### src/sv/six_button_pad_multiplex_reader_defines.svh
// ----------------------------------------------------------------------------
// six button pad reader assertion macros
// shared clocking and reset wrappers for the concurrent checks
// ----------------------------------------------------------------------------
`ifndef SIX_BUTTON_PAD_MULTIPLEX_READER_DEFINES_SVH
`define SIX_BUTTON_PAD_MULTIPLEX_READER_DEFINES_SVH

// check sampled on clk, ignored while reset is asserted
`define SBPMR_ASSERT(lbl, prop, msg) \
    lbl: assert property (@(posedge clk) disable iff (!rst_n) prop) else $error(msg);

// check sampled on clk, also held during reset
`define SBPMR_ASSERT_ALWAYS(lbl, prop, msg) \
    lbl: assert property (@(posedge clk) prop) else $error(msg);

`endif

### src/sv/sbpmr_pkg.sv
// ----------------------------------------------------------------------------
// six button pad reader package
// button bit positions, poll state and result types
// ----------------------------------------------------------------------------
package sbpmr_pkg;

    localparam int WORD_W     = 13;
    localparam int PIN_W      = 6;
    localparam int SKIP_W     = 2;
    localparam int IN_DATA_W  = 8;
    localparam int OUT_DATA_W = 32;

    localparam int BTN_UP    = 0;
    localparam int BTN_DOWN  = 1;
    localparam int BTN_LEFT  = 2;
    localparam int BTN_RIGHT = 3;
    localparam int BTN_A     = 4;
    localparam int BTN_B     = 5;
    localparam int BTN_C     = 6;
    localparam int BTN_START = 7;
    localparam int BTN_X     = 8;
    localparam int BTN_Y     = 9;
    localparam int BTN_Z     = 10;
    localparam int BTN_MODE  = 11;
    localparam int BTN_HOME  = 12;

    localparam logic [SKIP_W-1:0] SKIP_NONE  = 2'd0;
    localparam logic [SKIP_W-1:0] SKIP_STEPS = 2'd2;

    localparam logic [WORD_W-1:0] WORD_HOME   = 13'h1000;
    localparam logic [WORD_W-1:0] WORD_HOME_Z = 13'h1400;

    typedef logic [WORD_W-1:0] word_t;

    typedef struct packed {
        logic              select_high;
        logic              pad_connected;
        logic              six_button_seen;
        logic [SKIP_W-1:0] skip_count;
        word_t             button_word;
        word_t             previous_word;
        logic              remap_active;
    } poll_state_t;

    // select starts high so the first step samples with select low
    localparam poll_state_t STATE_RESET = '{
        select_high:     1'b1,
        pad_connected:   1'b0,
        six_button_seen: 1'b0,
        skip_count:      SKIP_NONE,
        button_word:     '0,
        previous_word:   '0,
        remap_active:    1'b0
    };

    typedef struct packed {
        logic  remap_toggled;
        logic  remap_mode;
        logic  next_select_level;
        logic  select_level;
        word_t final_buttons;
        word_t raw_buttons;
    } poll_result_t;

endpackage

### src/sv/sbpmr_step.sv
// ----------------------------------------------------------------------------
// six button pad reader poll step
// decodes one pin sample against the current poll state
// ----------------------------------------------------------------------------
module sbpmr_step
(
    input  sbpmr_pkg::poll_state_t          cur,
    input  logic [sbpmr_pkg::PIN_W-1:0]     pin_levels,
    input  logic                            report,
    output sbpmr_pkg::poll_state_t          nxt,
    output sbpmr_pkg::poll_result_t         res
);

    logic                 p1, p2, p3, p4, p6, p9;
    logic                 sel;
    logic                 toggle;
    logic                 remap;
    sbpmr_pkg::word_t     w;
    sbpmr_pkg::word_t     fin;

    assign p1 = ~pin_levels[0];
    assign p2 = ~pin_levels[1];
    assign p3 = ~pin_levels[2];
    assign p4 = ~pin_levels[3];
    assign p6 = ~pin_levels[4];
    assign p9 = ~pin_levels[5];

    assign sel = ~cur.select_high;

    always_comb
    begin
        nxt             = cur;
        nxt.select_high = sel;
        w               = cur.button_word;

        if (cur.skip_count == sbpmr_pkg::SKIP_NONE)
        begin
            if (sel)
            begin
                if (cur.pad_connected)
                begin
                    if (cur.six_button_seen)
                    begin
                        w[sbpmr_pkg::BTN_Z]    = p1;
                        w[sbpmr_pkg::BTN_Y]    = p2;
                        w[sbpmr_pkg::BTN_X]    = p3;
                        w[sbpmr_pkg::BTN_MODE] = p4;
                        nxt.six_button_seen    = 1'b0;
                        nxt.skip_count         = sbpmr_pkg::SKIP_STEPS;
                    end
                    else
                    begin
                        w[sbpmr_pkg::BTN_UP]    = p1;
                        w[sbpmr_pkg::BTN_DOWN]  = p2;
                        w[sbpmr_pkg::BTN_LEFT]  = p3;
                        w[sbpmr_pkg::BTN_RIGHT] = p4;
                        w[sbpmr_pkg::BTN_B]     = p6;
                        w[sbpmr_pkg::BTN_C]     = p9;
                    end
                end
                else
                begin
                    // plain two-fire joystick
                    w                       = '0;
                    w[sbpmr_pkg::BTN_UP]    = p1;
                    w[sbpmr_pkg::BTN_DOWN]  = p2;
                    w[sbpmr_pkg::BTN_LEFT]  = p3;
                    w[sbpmr_pkg::BTN_RIGHT] = p4;
                    w[sbpmr_pkg::BTN_A]     = p6;
                    w[sbpmr_pkg::BTN_B]     = p9;
                end
            end
            else
            begin
                nxt.pad_connected   = p3 & p4;
                nxt.six_button_seen = p1 & p2;
                if (p3 && p4 && !(p1 && p2))
                begin
                    w[sbpmr_pkg::BTN_A]     = p6;
                    w[sbpmr_pkg::BTN_START] = p9;
                end
            end
        end
        else
        begin
            if (cur.skip_count == sbpmr_pkg::SKIP_STEPS)
            begin
                w[sbpmr_pkg::BTN_HOME] = p1;
            end
            nxt.skip_count = cur.skip_count - 2'd1;
        end

        nxt.button_word = w;

        toggle = report && (cur.previous_word == sbpmr_pkg::WORD_HOME)
                        && (w == sbpmr_pkg::WORD_HOME_Z);
        remap  = cur.remap_active ^ toggle;
        if (report)
        begin
            nxt.previous_word = w;
        end
        nxt.remap_active = remap;

        fin = w;
        if (remap)
        begin
            fin[sbpmr_pkg::BTN_A] = w[sbpmr_pkg::BTN_B];
            fin[sbpmr_pkg::BTN_B] = w[sbpmr_pkg::BTN_A];
            fin[sbpmr_pkg::BTN_X] = w[sbpmr_pkg::BTN_Y];
            fin[sbpmr_pkg::BTN_Y] = w[sbpmr_pkg::BTN_X];
            if (w[sbpmr_pkg::BTN_HOME])
            begin
                fin[sbpmr_pkg::BTN_DOWN] = 1'b1;
                fin[sbpmr_pkg::BTN_MODE] = 1'b1;
                fin[sbpmr_pkg::BTN_HOME] = 1'b0;
            end
        end

        res.raw_buttons       = w;
        res.final_buttons     = fin;
        res.select_level      = sel;
        res.next_select_level = ~sel;
        res.remap_mode        = remap;
        res.remap_toggled     = toggle;
    end

endmodule

### src/sv/six_button_pad_multiplex_reader.sv
// ----------------------------------------------------------------------------
// six button pad multiplex reader
// Each request on the input stream is one poll step: the select line flips,
// the six active-low pins sampled at that level update a 13-button word, and
// one result leaves on the output stream carrying the raw word, the word
// after the remap swap, the select levels and the remap mode. A step goes
// from the input register through the decode logic into the result register,
// and one step can be accepted every cycle unless a result waits downstream;
// then the input register takes one more step and holds it until the result
// is taken. Writing the configuration channel loads the remap mode directly;
// write it only while no step is in flight.
// ----------------------------------------------------------------------------
`include "six_button_pad_multiplex_reader_defines.svh"

module six_button_pad_multiplex_reader
(
    input  logic                                 clk,
    input  logic                                 rst_n,
    input  logic                                 s_tvalid,
    output logic                                 s_tready,
    // [5:0] pin_levels, [6] report, [7] zero
    input  logic [sbpmr_pkg::IN_DATA_W-1:0]      s_tdata,
    output logic                                 m_tvalid,
    input  logic                                 m_tready,
    // [12:0] raw_buttons, [25:13] final_buttons, [26] select_level,
    // [27] next_select_level, [28] remap_mode, [29] remap_toggled, [31:30] zero
    output logic [sbpmr_pkg::OUT_DATA_W-1:0]     m_tdata,
    input  logic                                 cfg_valid,
    output logic                                 cfg_ready,
    input  logic                                 cfg_data
);

    logic                              in_valid_reg;
    logic [sbpmr_pkg::PIN_W-1:0]       in_pins_reg;
    logic                              in_report_reg;
    logic                              out_valid_reg;
    sbpmr_pkg::poll_result_t           out_res_reg;
    sbpmr_pkg::poll_state_t            state_reg;
    sbpmr_pkg::poll_state_t            state_next;
    sbpmr_pkg::poll_result_t           step_res;
    logic                              advance;
    logic                              in_fire;
    logic                              cfg_fire;

    assign advance   = in_valid_reg & (~out_valid_reg | m_tready);
    assign s_tready  = ~in_valid_reg | advance;
    assign in_fire   = s_tvalid & s_tready;
    assign cfg_ready = 1'b1;
    assign cfg_fire  = cfg_valid & cfg_ready;

    sbpmr_step u_step
    (
        .cur        (state_reg),
        .pin_levels (in_pins_reg),
        .report     (in_report_reg),
        .nxt        (state_next),
        .res        (step_res)
    );

    // input request register
    always_ff @(posedge clk or negedge rst_n)
    begin
        if (!rst_n)
        begin
            in_valid_reg <= 1'b0;
        end
        else if (s_tready)
        begin
            in_valid_reg <= s_tvalid;
        end
    end

    always_ff @(posedge clk)
    begin
        if (in_fire)
        begin
            in_pins_reg   <= s_tdata[sbpmr_pkg::PIN_W-1:0];
            in_report_reg <= s_tdata[sbpmr_pkg::PIN_W];
        end
    end

    // poll state
    always_ff @(posedge clk or negedge rst_n)
    begin
        if (!rst_n)
        begin
            state_reg <= sbpmr_pkg::STATE_RESET;
        end
        else if (cfg_fire)
        begin
            state_reg.remap_active <= cfg_data;
        end
        else if (advance)
        begin
            state_reg <= state_next;
        end
    end

    // result register
    always_ff @(posedge clk or negedge rst_n)
    begin
        if (!rst_n)
        begin
            out_valid_reg <= 1'b0;
        end
        else if (advance)
        begin
            out_valid_reg <= 1'b1;
        end
        else if (m_tready)
        begin
            out_valid_reg <= 1'b0;
        end
    end

    always_ff @(posedge clk)
    begin
        if (advance)
        begin
            out_res_reg <= step_res;
        end
    end

    assign m_tvalid = out_valid_reg;
    assign m_tdata  = {2'b00, out_res_reg};

    `SBPMR_ASSERT(a_toggle_flips_mode,
        advance && step_res.remap_toggled |=>
            state_reg.remap_active != $past(state_reg.remap_active),
        "remap toggle did not flip remap mode")
    `SBPMR_ASSERT(a_select_alternates,
        advance && !cfg_fire |=> state_reg.select_high != $past(state_reg.select_high),
        "select level did not alternate on a poll step")
    `SBPMR_ASSERT(a_skip_range,
        state_reg.skip_count != 2'd3,
        "skip count out of range")
    `SBPMR_ASSERT(a_ready_when_drained,
        !out_valid_reg |-> s_tready,
        "input stalled with empty result register")

endmodule
### config.mk
export PLATFORM = sky130hd
export DESIGN_NAME = six_button_pad_multiplex_reader
export DESIGN_NICKNAME = d
export VERILOG_FILES = /design/src/sv/sbpmr_pkg.sv /design/src/sv/sbpmr_step.sv /design/src/sv/six_button_pad_multiplex_reader.sv
export VERILOG_INCLUDE_DIRS = /design/src /design/src/sv
export SDC_FILE = /design/constraint.sdc
export NUM_CORES = 1
export LEC_CHECK = 0
export ABC_AREA = 0
export BUFFER_PORTS_ARGS = -buffer_cell sky130_fd_sc_hd__buf_2
export CAP_MARGIN = 40
export CORE_MARGIN = 2
export CORE_UTILIZATION = 41
export CTS_CLUSTER_DIAMETER = 30
export DETAILED_ROUTE_END_ITERATION = 10
export GPL_TIMING_DRIVEN = 0
export PLACE_DENSITY = 0.6
export SLEW_MARGIN = 20
export SYNTH_ARGS = -nofsm -noshare
export SYNTH_HDL_FRONTEND = slang
export SYNTH_HIERARCHICAL = 1
export SYNTH_SLANG_ARGS = --single-unit
### constraint.sdc
create_clock -name clk -period 2.9 [get_ports clk]
set_input_delay 0.145 -clock clk [delete_from_list [all_inputs] [get_ports clk]]
set_output_delay 0.145 -clock clk [all_outputs]
set_load 0.03 [all_outputs]
==> results of run 1 <==
cell families after synthesis:
logic type / Yosys count / synth area share [%]
xor+xnor: 1 / 0.244
other cells: 2 / 0.210
simple gates: 72 / 12.3
buf+inv: 52 / 9.64
flops: 71 / 54.8
compound gates: 41 / 8.28
mux: 43 / 14.6
path summary, 6_finish.rpt:
check,from,slack (ns),endpoint
worst max-delay path,state_reg[28],0.20,state_reg[0]
worst min-delay path,cfg_data,0.07,state_reg[0]
worst max register to register,state_reg[28],0.20,state_reg[0]
worst min register to register,state_reg[27],0.52,state_reg[27]
max in group asynchronous,rst_n,2.33,state_reg[31]
min in group asynchronous,rst_n,0.14,m_tvalid
layout make-up:
cell class,count,area (sq um)
flip-flops and latches,71,1960
inverters,11,42.5
plain buffers,41,303
clock inverters,1,5.00
multi-input cells,160,1300
clock buffers,15,166
repair buffers,55,350
fillers,789,4330
well taps,108,135
per-stage QoR:
stage | area [sq um] | instances | utilization (%)
floorplan | 3590 | 283 | -
global placement | 3940 | 435 | 45.9
detailed placement | 3970 | 436 | 46.2
CTS | 4230 | 461 | 49.2
global route | 4270 | 462 | 49.7
finish | 4270 | 462 | 49.7
timing repair:
| item | CTS | global route |
|---|---|---|
| endpoints found under the hold margin | 41 | 0 |
| setup endpoints to repair | 0 | 1 |
| gates resized for setup | 0 | 2 |
| hold buffers | 9 | 0 |
where the power goes:
part / leakage, nW / internal [mW] / switching (mW) / total [mW]
combinational: 0.987 / 0.736 / 0.847 / 1.58
clock: 0.0877 / 0.358 / 0.340 / 0.697
sequential: 0.793 / 1.41 / 0.168 / 1.58
layout by cell type, fill, tap and decap left out, drive strengths merged, types with 2 or more instances in the layout:
cell,n
buf,82
mux2,41
edfxtp,37
dfrtp,33
clkbuf,20
nand2,16
nor2,16
a21oi,11
o21ai,10
inv,10
dlygate4sd3,9
nor2b,5
nand3,5
nor4b,5
nand2b,4
o31ai,4
nand4,4
nor3,4
conb,3
nand3b,3
a22oi,3
and2,2
a31oi,2
clkinv,2
o21a,2
mux2i,2
or2,2
or3,2
o311a,2
a211oi,2
critical path, delay by kind of cell (launching register included):
family	cells	cell delay, ns
AOI/OAI and AO/OA	3	0.62
xor gates and xnor gates	1	0.14
buffers and inverters	3	0.45
DFF	1	0.40
and+or+nand+nor	3	0.98
per-layer routing:
| layer | vias up | global-route usage [%] | share of wire (%) |
|---|---|---|---|
| met5 | - | 0 | 0 |
| met4 | 0 | 6.73 | 1.9 |
| met3 | 9 | 3.88 | 4.4 |
| met2 | 51 | 24.5 | 48 |
| met1 | 1117 | 19.7 | 46 |
| li1 | 1131 | - | - |
==> results.toml, run 1 <==
[sta]
hold_viol_final = 0
drv_slew = 0
rsz0062_at_grt = "false"
final.setup.worst_slack_ns = 0.202
min_period_ns = 2.70
slew_headroom_pct = 47.9
clock_skew_ns = 0.00840
fmax_mhz = 371
finalHoldWorstSlack_ns = 0.0694
setup_tns_ns = 0
worstMarginPinSlew_ns = 0.782
setup_viol = 0
period_share_pct = 93.1

[floorplanning]
initial_core_util_pct = 41.7
dieHeight_microns = 97.5
core_sq_mm = 0.00859
rows = 34
die_area_sq_mm = 0.00950
fp.dieW_microns = 97.5
io-pin-count = 49

[logic_synthesis]
synth_area_sq_mm = 0.00358
yosys.cell_count.top_type = "edfxtp_1"
synth-edff-count = 37
yosys-top-cells-count = "edfxtp_1 (37), dfrtp_1 (33), mux2_2 (30)"
synth_top_area_share_pct = 31.0
dominantRegCellSynth = "edfxtp_1"
synth_seq_cells = 71
avgSynthCellArea_sq_um = 12.7
synth_cells = 282
ys_types = 53
ys_async_sr_fraction_pct = 47.9
yosys-top-cells-area = "edfxtp_1 (31%), dfrtp_1 (23%), mux2_2 (9.4%)"
synth_top_cell_by_area = "edfxtp_1"
synth.yosys.warnings = 6
yosysSeqAreaShare_pct = 54.8

[critical_path]
cpPeakStageDelay_ns = 0.40
crit_slowest_cell = "dfrtp_1"
end_kind = "flop"
cp_common_cell = "buf_6"
path_cells = "buf_6 > or3_4 > buf_6 > a22oi_2 > nand4_1 > nor4b_4 > xor2_2 > buf_4 > a31oi_1 > a21oi_1"
cp_data_arrival_time_ns = 2.92
rr_worst_depth = 10
start_kind = "flop"
crit_fanout = 10
worstSetupPathType = "reg -> reg"
worstPathRequired_ns = 3.13

[detailed_routing]
drt-total-wl_mm = 6.85
viasPerCell = 5.00
dr.pass1.iters = 4
vias = 2308
drt-initial-drc-count = 128
drt-wirelength-per-cell_microns = 14.8
ant_nets = 0
post-route-drc-count = 0

[cts]
cts.sinks = 71
cts_buffers = 9
tritoncts = "built"
ctsHtreeMaxLevel = 3
cts.clk_slew.worst_paths_ns = 0.07
post_cts_buffers = 0
clockBufferDepth = 2
clk-insertion-delay-late_ns = 0.35
cts_root_buf = "clkbuf_8"

[global_route]
grt_pass1_wl_mm = 11.2
grt_max_degree = 35
antenna_found_initial = 0
globalRouteOverflowTotal = 0
grtUsageTotal_pct = 15.3
grt_pass1_vias = 2258

[status]
status = "complete, no violations"

[hold_path]
holdPathStages = 3
hold_path_class = "in -> reg"

[layout]
fin_nets = 363
largest_reg_flops = 32
n_antenna_cell = 0
area_growth_pct = 19.1
drive_above_1_share_pct = 43.2

[power]
ir_drop_mv = 0.318
p_per_area_mw_per_mm2 = 904
power.leakage_nw = 1.87
power_mw = 3.86

[place]
port_buffers = 44
post-dp-hpwl_mm = 4.99
place_ws_ns = 0.191
routabilityCongestion = 0.854

[flow_run]
drv_cap = 0
(Power assumes the default switching activity.)
==> run 2: changes to the inputs <==
--- a/config.mk
+++ b/config.mk
@@ -10,11 +10,11 @@
 export BUFFER_PORTS_ARGS = -buffer_cell sky130_fd_sc_hd__buf_2
 export CAP_MARGIN = 40
 export CORE_MARGIN = 2
-export CORE_UTILIZATION = 41
+export CORE_UTILIZATION = 50
 export CTS_CLUSTER_DIAMETER = 30
 export DETAILED_ROUTE_END_ITERATION = 10
 export GPL_TIMING_DRIVEN = 0
-export PLACE_DENSITY = 0.6
+export PLACE_DENSITY = 0.71
 export SLEW_MARGIN = 20
 export SYNTH_ARGS = -nofsm -noshare
 export SYNTH_HDL_FRONTEND = slang
==> run 2 against run 1 <==
Effect of this change:
- flip-flop and latch count is the same
- die area shrank 17%
- final cell count shrank 1.9%
- clock skew is 0.0011 ns higher
- clock-buffer cell count shrank 1
- first-iteration DRC count down 20%
- clock power is 11% higher
- critical path depth is the same
- combinational power hardly changed
- largest power group is now combinational logic
- highest routed layer unchanged
==> results.toml, run 2 (synthesis results as in run 1) <==
[sta]
rsz0062_at_grt = "false"
finalHoldWorstSlack_ns = 0.0861
final.setup.worst_slack_ns = 0.175
worstMarginPinSlew_ns = 0.707
min_period_ns = 2.72
setup_tns_ns = 0
hold_viol_final = 0
clock_skew_ns = 0.00953
fmax_mhz = 367
drv_slew = 0
period_share_pct = 94.0
setup_viol = 0
slew_headroom_pct = 52.9

[detailed_routing]
vias = 2319
viasPerCell = 5.12
post-route-drc-count = 0
dr.pass1.iters = 4
drt-initial-drc-count = 102
drt-total-wl_mm = 6.89
ant_nets = 0
drt-wirelength-per-cell_microns = 15.2

[critical_path]
path_cells = "buf_2 > or2_0 > o21a_1 > a211oi_4 > nand4_1 > nor4b_4 > xor2_1 > buf_4 > a31oi_1 > a21oi_1"
cp_top_family = "simple AND/OR/NAND/NOR gates"
path_buf_inv = 2
worstSetupPathType = "reg -> reg"
end_kind = "flop"
crit_fanout = 9
crit_slowest_cell = "dfrtp_1"
start_kind = "flop"
worstPathRequired_ns = 3.16
cpPeakStageDelay_ns = 0.38
cp_data_arrival_time_ns = 2.98

[power]
power_mw = 3.96
p_per_area_mw_per_mm2 = 920
ir_drop_mv = 0.327
power.leakage_nw = 1.90

[cts]
cts.sinks = 71
clk-insertion-delay-late_ns = 0.34
tritoncts = "built"
cts_buffers = 9
cts.clk_slew.worst_paths_ns = 0.07
cts_root_buf = "clkbuf_8"
ctsHtreeMaxLevel = 3
clockBufferDepth = 2

[layout]
finalNonFillerCells = 453
fillers = 536
layout_common_cells = "buf_2 (46), edfxtp_1 (37), dfrtp_1 (33)"
fin_nets = 366
final_common_cell = "buf_2"
area_growth_pct = 20.0
fin_area_sq_mm = 0.00430
postLayoutCoreUtil_pct = 62.6
drive_above_1_share_pct = 44.3
multi_input_area_sq_mm = 0.00129
n_antenna_cell = 0
ff_latch_area_sq_mm = 0.00196
largest_reg_flops = 32

[global_route]
antenna_found_initial = 0
grt_max_degree = 35
grt_pass1_vias = 2267
grt_pass1_wl_mm = 11.2
grtUsageTotal_pct = 19.4
globalRouteOverflowTotal = 0

[floorplanning]
rows = 30
die_area_sq_mm = 0.00786
dieHeight_microns = 88.7
io-pin-count = 49
fp.dieW_microns = 88.7
core_sq_mm = 0.00687
initial_core_util_pct = 52.2

[status]
status = "complete, no violations"

[place]
routabilityCongestion = 0.917
place_ws_ns = 0.158
dpl_cell_area_sq_mm = 0.00396
post-dp-hpwl_mm = 4.76
dp_cells = 424
port_buffers = 44

[flow_run]
drv_cap = 0

[hold_path]
hold_path_class = "in -> reg"
-- run 2: power by group --
part | total (mW) | internal, mW | switching (mW)
Clock | 0.777 | 0.425 | 0.352
Combinational | 1.60 | 0.738 | 0.861
Sequential | 1.58 | 1.41 | 0.170
Total | 3.96 | 2.57 | 1.38
-- run 2: tightest hold or removal path, stage by stage --
cell and delay, ns:
buf_2 0.07, nor2b_1 0.03, a21oi_1 0.12
-- run 2: layout make-up --
| type | count | area share, % |
|---|---|---|
| Tap cell | 96 | 2.79 |
| Clock buffer | 14 | 4.48 |
| Inverter | 11 | 0.990 |
| Sequential cell | 71 | 45.7 |
| Timing Repair Buffer | 58 | 8.67 |
| Clock inverter | 2 | 0.262 |
| Buffer | 41 | 7.04 |
| Multi-Input combinational cell | 160 | 30.1 |
-- run 2: worst paths after layout --
path | from | endpoint | slack [ns] | cells after the start
max | state_reg[27] | state_reg[0] | 0.18 | 10
min | cfg_data | state_reg[0] | 0.09 | 3
max reg2reg | state_reg[27] | state_reg[0] | 0.18 | 10
min reg2reg | state_reg[27] | state_reg[27] | 0.51 | 1
max in group asynchronous | rst_n | state_reg[31] | 2.33 | 3
min in group asynchronous | rst_n | m_tvalid | 0.12 | 2
-- run 2: per-layer routing --
| layer | track usage (%) | wire (microns) |
|---|---|---|
| met3 | 4.20 | 285 |
| met4 | 6.89 | 65 |
| met2 | 32.0 | 3450 |
| met5 | 0 | 0 |
| met1 | 25.3 | 3080 |
-- run 2: what timing repair did --
item | in CTS | in global routing
endpoints found under the hold margin | 41 | 0
endpoints found under the setup margin | 0 | 1
resized for setup | 0 | 1
hold buffers | 9 | 0
buffers inserted | 0 | 3
==> run 3: changes to the inputs <==
--- a/config.mk
+++ b/config.mk
@@ -14,9 +14,8 @@
 export CTS_CLUSTER_DIAMETER = 30
 export DETAILED_ROUTE_END_ITERATION = 10
 export GPL_TIMING_DRIVEN = 0
-export PLACE_DENSITY = 0.71
+export PLACE_DENSITY = 0.72
 export SLEW_MARGIN = 20
 export SYNTH_ARGS = -nofsm -noshare
 export SYNTH_HDL_FRONTEND = slang
-export SYNTH_HIERARCHICAL = 1
 export SYNTH_SLANG_ARGS = --single-unit
==> run 3 against run 2 <==
Effect of this change:
- sequential power fell by 4%
- first-iteration DRC count rose by 32%
- final cell count decreased by 6.6%
- register-to-register slack worse by 0.11 ns
- synthesized cell count decreased by 3.9%
- worst hold slack got worse by 0.032 ns
- critical endpoint is now m_tdata[18]
==> results.toml, run 3 <==
[status]
status = "complete, no violations"

[detailed_routing]
drt-initial-drc-count = 135
dr.pass1.iters = 4
drt-total-wl_mm = 5.91
post-route-drc-count = 0
ant_nets = 0
drt-wirelength-per-cell_microns = 14.0
viasPerCell = 5.27
vias = 2228

[logic_synthesis]
ys_async_sr_fraction_pct = 52.3
synth_area_sq_mm = 0.00291
synth_seq_cells = 65
synth.yosys.warnings = 0
synth_top_area_share_pct = 32.0
yosys.cell_count.top_type = "dfrtp_1"
yosysSeqAreaShare_pct = 61.3
yosys-top-cells-area = "edfxtp_1 (32%), dfrtp_1 (28%), o21ai_0 (4.1%)"
synth_top_cell_by_area = "edfxtp_1"
avgSynthCellArea_sq_um = 10.7
yosys-top-cells-count = "dfrtp_1 (33), edfxtp_1 (31), nand2_1 (28)"
dominantRegCellSynth = "dfrtp_1"
synth_cells = 271
synth-edff-count = 31
ys_types = 44

[critical_path]
rr_startpoint = "state_reg[28]"
cp_top_family = "simple AND/OR/NAND/NOR gates"
crit_slowest_cell = "or4_4"
cp.depth = 11
worstReg2RegEnd = "m_tdata[18]"
crit_fanout = 6
rr_worst_depth = 11
ff2ff_setup_slack_ns = 0.06
end_kind = "flop"
path_buf_inv = 3
cp_data_arrival_time_ns = 2.94
worstPathRequired_ns = 3.00
critPathLaunch = "state_reg[28]"
start_kind = "flop"
worstSetupPathType = "reg -> reg"
cpPeakStageDelay_ns = 0.54
cp_common_cell = "a21oi_1"
path_cells = "inv_1 > ha_4 > and2b_4 > nand2_4 > a21oi_4 > inv_2 > or4_1 > or4_4 > buf_4 > a21oi_1 > a21oi_1"

[floorplanning]
initial_core_util_pct = 52.1
die_area_sq_mm = 0.00644
io-pin-count = 49
rows = 27
core_sq_mm = 0.00557
dieHeight_microns = 80.2
fp.dieW_microns = 80.2

[cts]
tritoncts = "built"
clockBufferDepth = 2
clk-insertion-delay-late_ns = 0.35
ctsHtreeMaxLevel = 3
cts.clk_slew.worst_paths_ns = 0.07
cts_buffers = 9
cts.sinks = 65
cts_root_buf = "clkbuf_8"

[sta]
slew_headroom_pct = 47.4
final.setup.worst_slack_ns = 0.0607
drv_slew = 0
hold_viol_final = 0
period_share_pct = 97.9
setup_viol = 0
min_period_ns = 2.84
fmax_mhz = 352
clock_skew_ns = 0.0117
worstMarginPinSlew_ns = 0.785

[layout]
final_common_cell = "buf_2"
layout_common_cells = "buf_2 (45), dfrtp_1 (33), edfxtp_1 (31)"
area_growth_pct = 25.2
largest_reg_flops = 32
drive_above_1_share_pct = 27.6
n_antenna_cell = 0
fin_area_sq_mm = 0.00364
fin_nets = 362

[power]
ir_drop_mv = 0.601
power.leakage_nw = 1.51
p_per_area_mw_per_mm2 = 1050

[place]
place_ws_ns = -0.139
routabilityCongestion = 0.873
post-dp-hpwl_mm = 4.07
dpl_cell_area_sq_mm = 0.00323
port_buffers = 44

[global_route]
globalRouteOverflowTotal = 0
grtUsageTotal_pct = 20.7
antenna_found_initial = 0
grt_pass1_vias = 2117
grt_max_degree = 35
grt_pass1_wl_mm = 9.72

[hold_path]
hold_path_class = "in -> reg"
holdPathStages = 2
hp-start = "cfg_valid"
hold_end = "state_reg[0]"

[flow_run]
drv_cap = 0
[run 3: cell types whose count changed after synthesis, sizes merged, moves of 10 or more]
cell   before  now
buf        36   13
nand2      16   29
a21oi      11   23
nor2       16   27
o21ai      10   24
inv        10   20
mux2       41    3
[run 3: cell type report]
cell class / count / area [sq um]
Fill cell: 429 / 1930
Timing Repair Buffer: 64 / 425
Buffer: 17 / 106
Clock inverter: 6 / 58.8
Tap cell: 72 / 90.1
Inverter: 20 / 75.1
Multi-Input combinational cell: 169 / 973
Clock buffer: 10 / 128
Sequential cell: 65 / 1780
[run 3: kinds of logic (layout without fill, tap and decap cells)]
family                     after synthesis  after routing  share of synthesized area (%)
and+or+nand+nor                         94             94                           16.1
DFF                                     65             65                           61.3
AOI/OAI and AO/OA                       64             64                           13.0
buffers and inverters                   38            117                           6.37
muxes                                    4              4                           1.51
adders and majority gates                2              2                          0.861
other                                    2              3                          0.258
xor gates and xnor gates                 2              2                          0.603
[run 3: worst max-delay path by stage]
| stage | end | slack, ns |
|---|---|---|
| 3_3_place_gp | state_reg[0] | -0.14 |
| 5_1_grt | state_reg[0] | -0.009 |
| 6_report | m_tdata[18] | 0.06 |
| 2_1_floorplan | state_reg[0] | 0.04 |
| 3_5_place_dp | state_reg[0] | -0.14 |
| 4_1_cts | state_reg[0] | 0.02 |
[run 3: where the power goes]
| part | internal (mW) | switching (mW) |
|---|---|---|
| sequential | 1.35 | 0.176 |
| combinational | 0.586 | 0.965 |
| clock | 0.391 | 0.349 |
| total | 2.32 | 1.49 |
[run 3: stage by stage]
step	power (mW)	hold WS, ns	std cells	setup TNS, ns	util (%)
CTS	3.73	0.0413	417	0	63.5
global route	4.07	0.0800	423	-0.0114	65.3
detailed placement	2.93	0.266	388	-0.139	57.9
finish	3.81	0.0537	423	0	65.3
global placement	2.88	0.262	388	-0.136	57.8
floorplan	2.54	-0.151	272	0	-
[run 3: per-layer routing]
layer	GRT usage (%)	wire, microns
met1	24.3	2490
met2	33.1	2820
met3	5.39	418
met4	13.9	185
met5	0	0
[run 3: repair_timing]
action	CTS	global route
setup endpoints to repair	1	6
hold endpoints to repair	41	0
hold buffers	9	0
pin swaps	2	4
buffers inserted	4	5
gates resized for setup	2	6
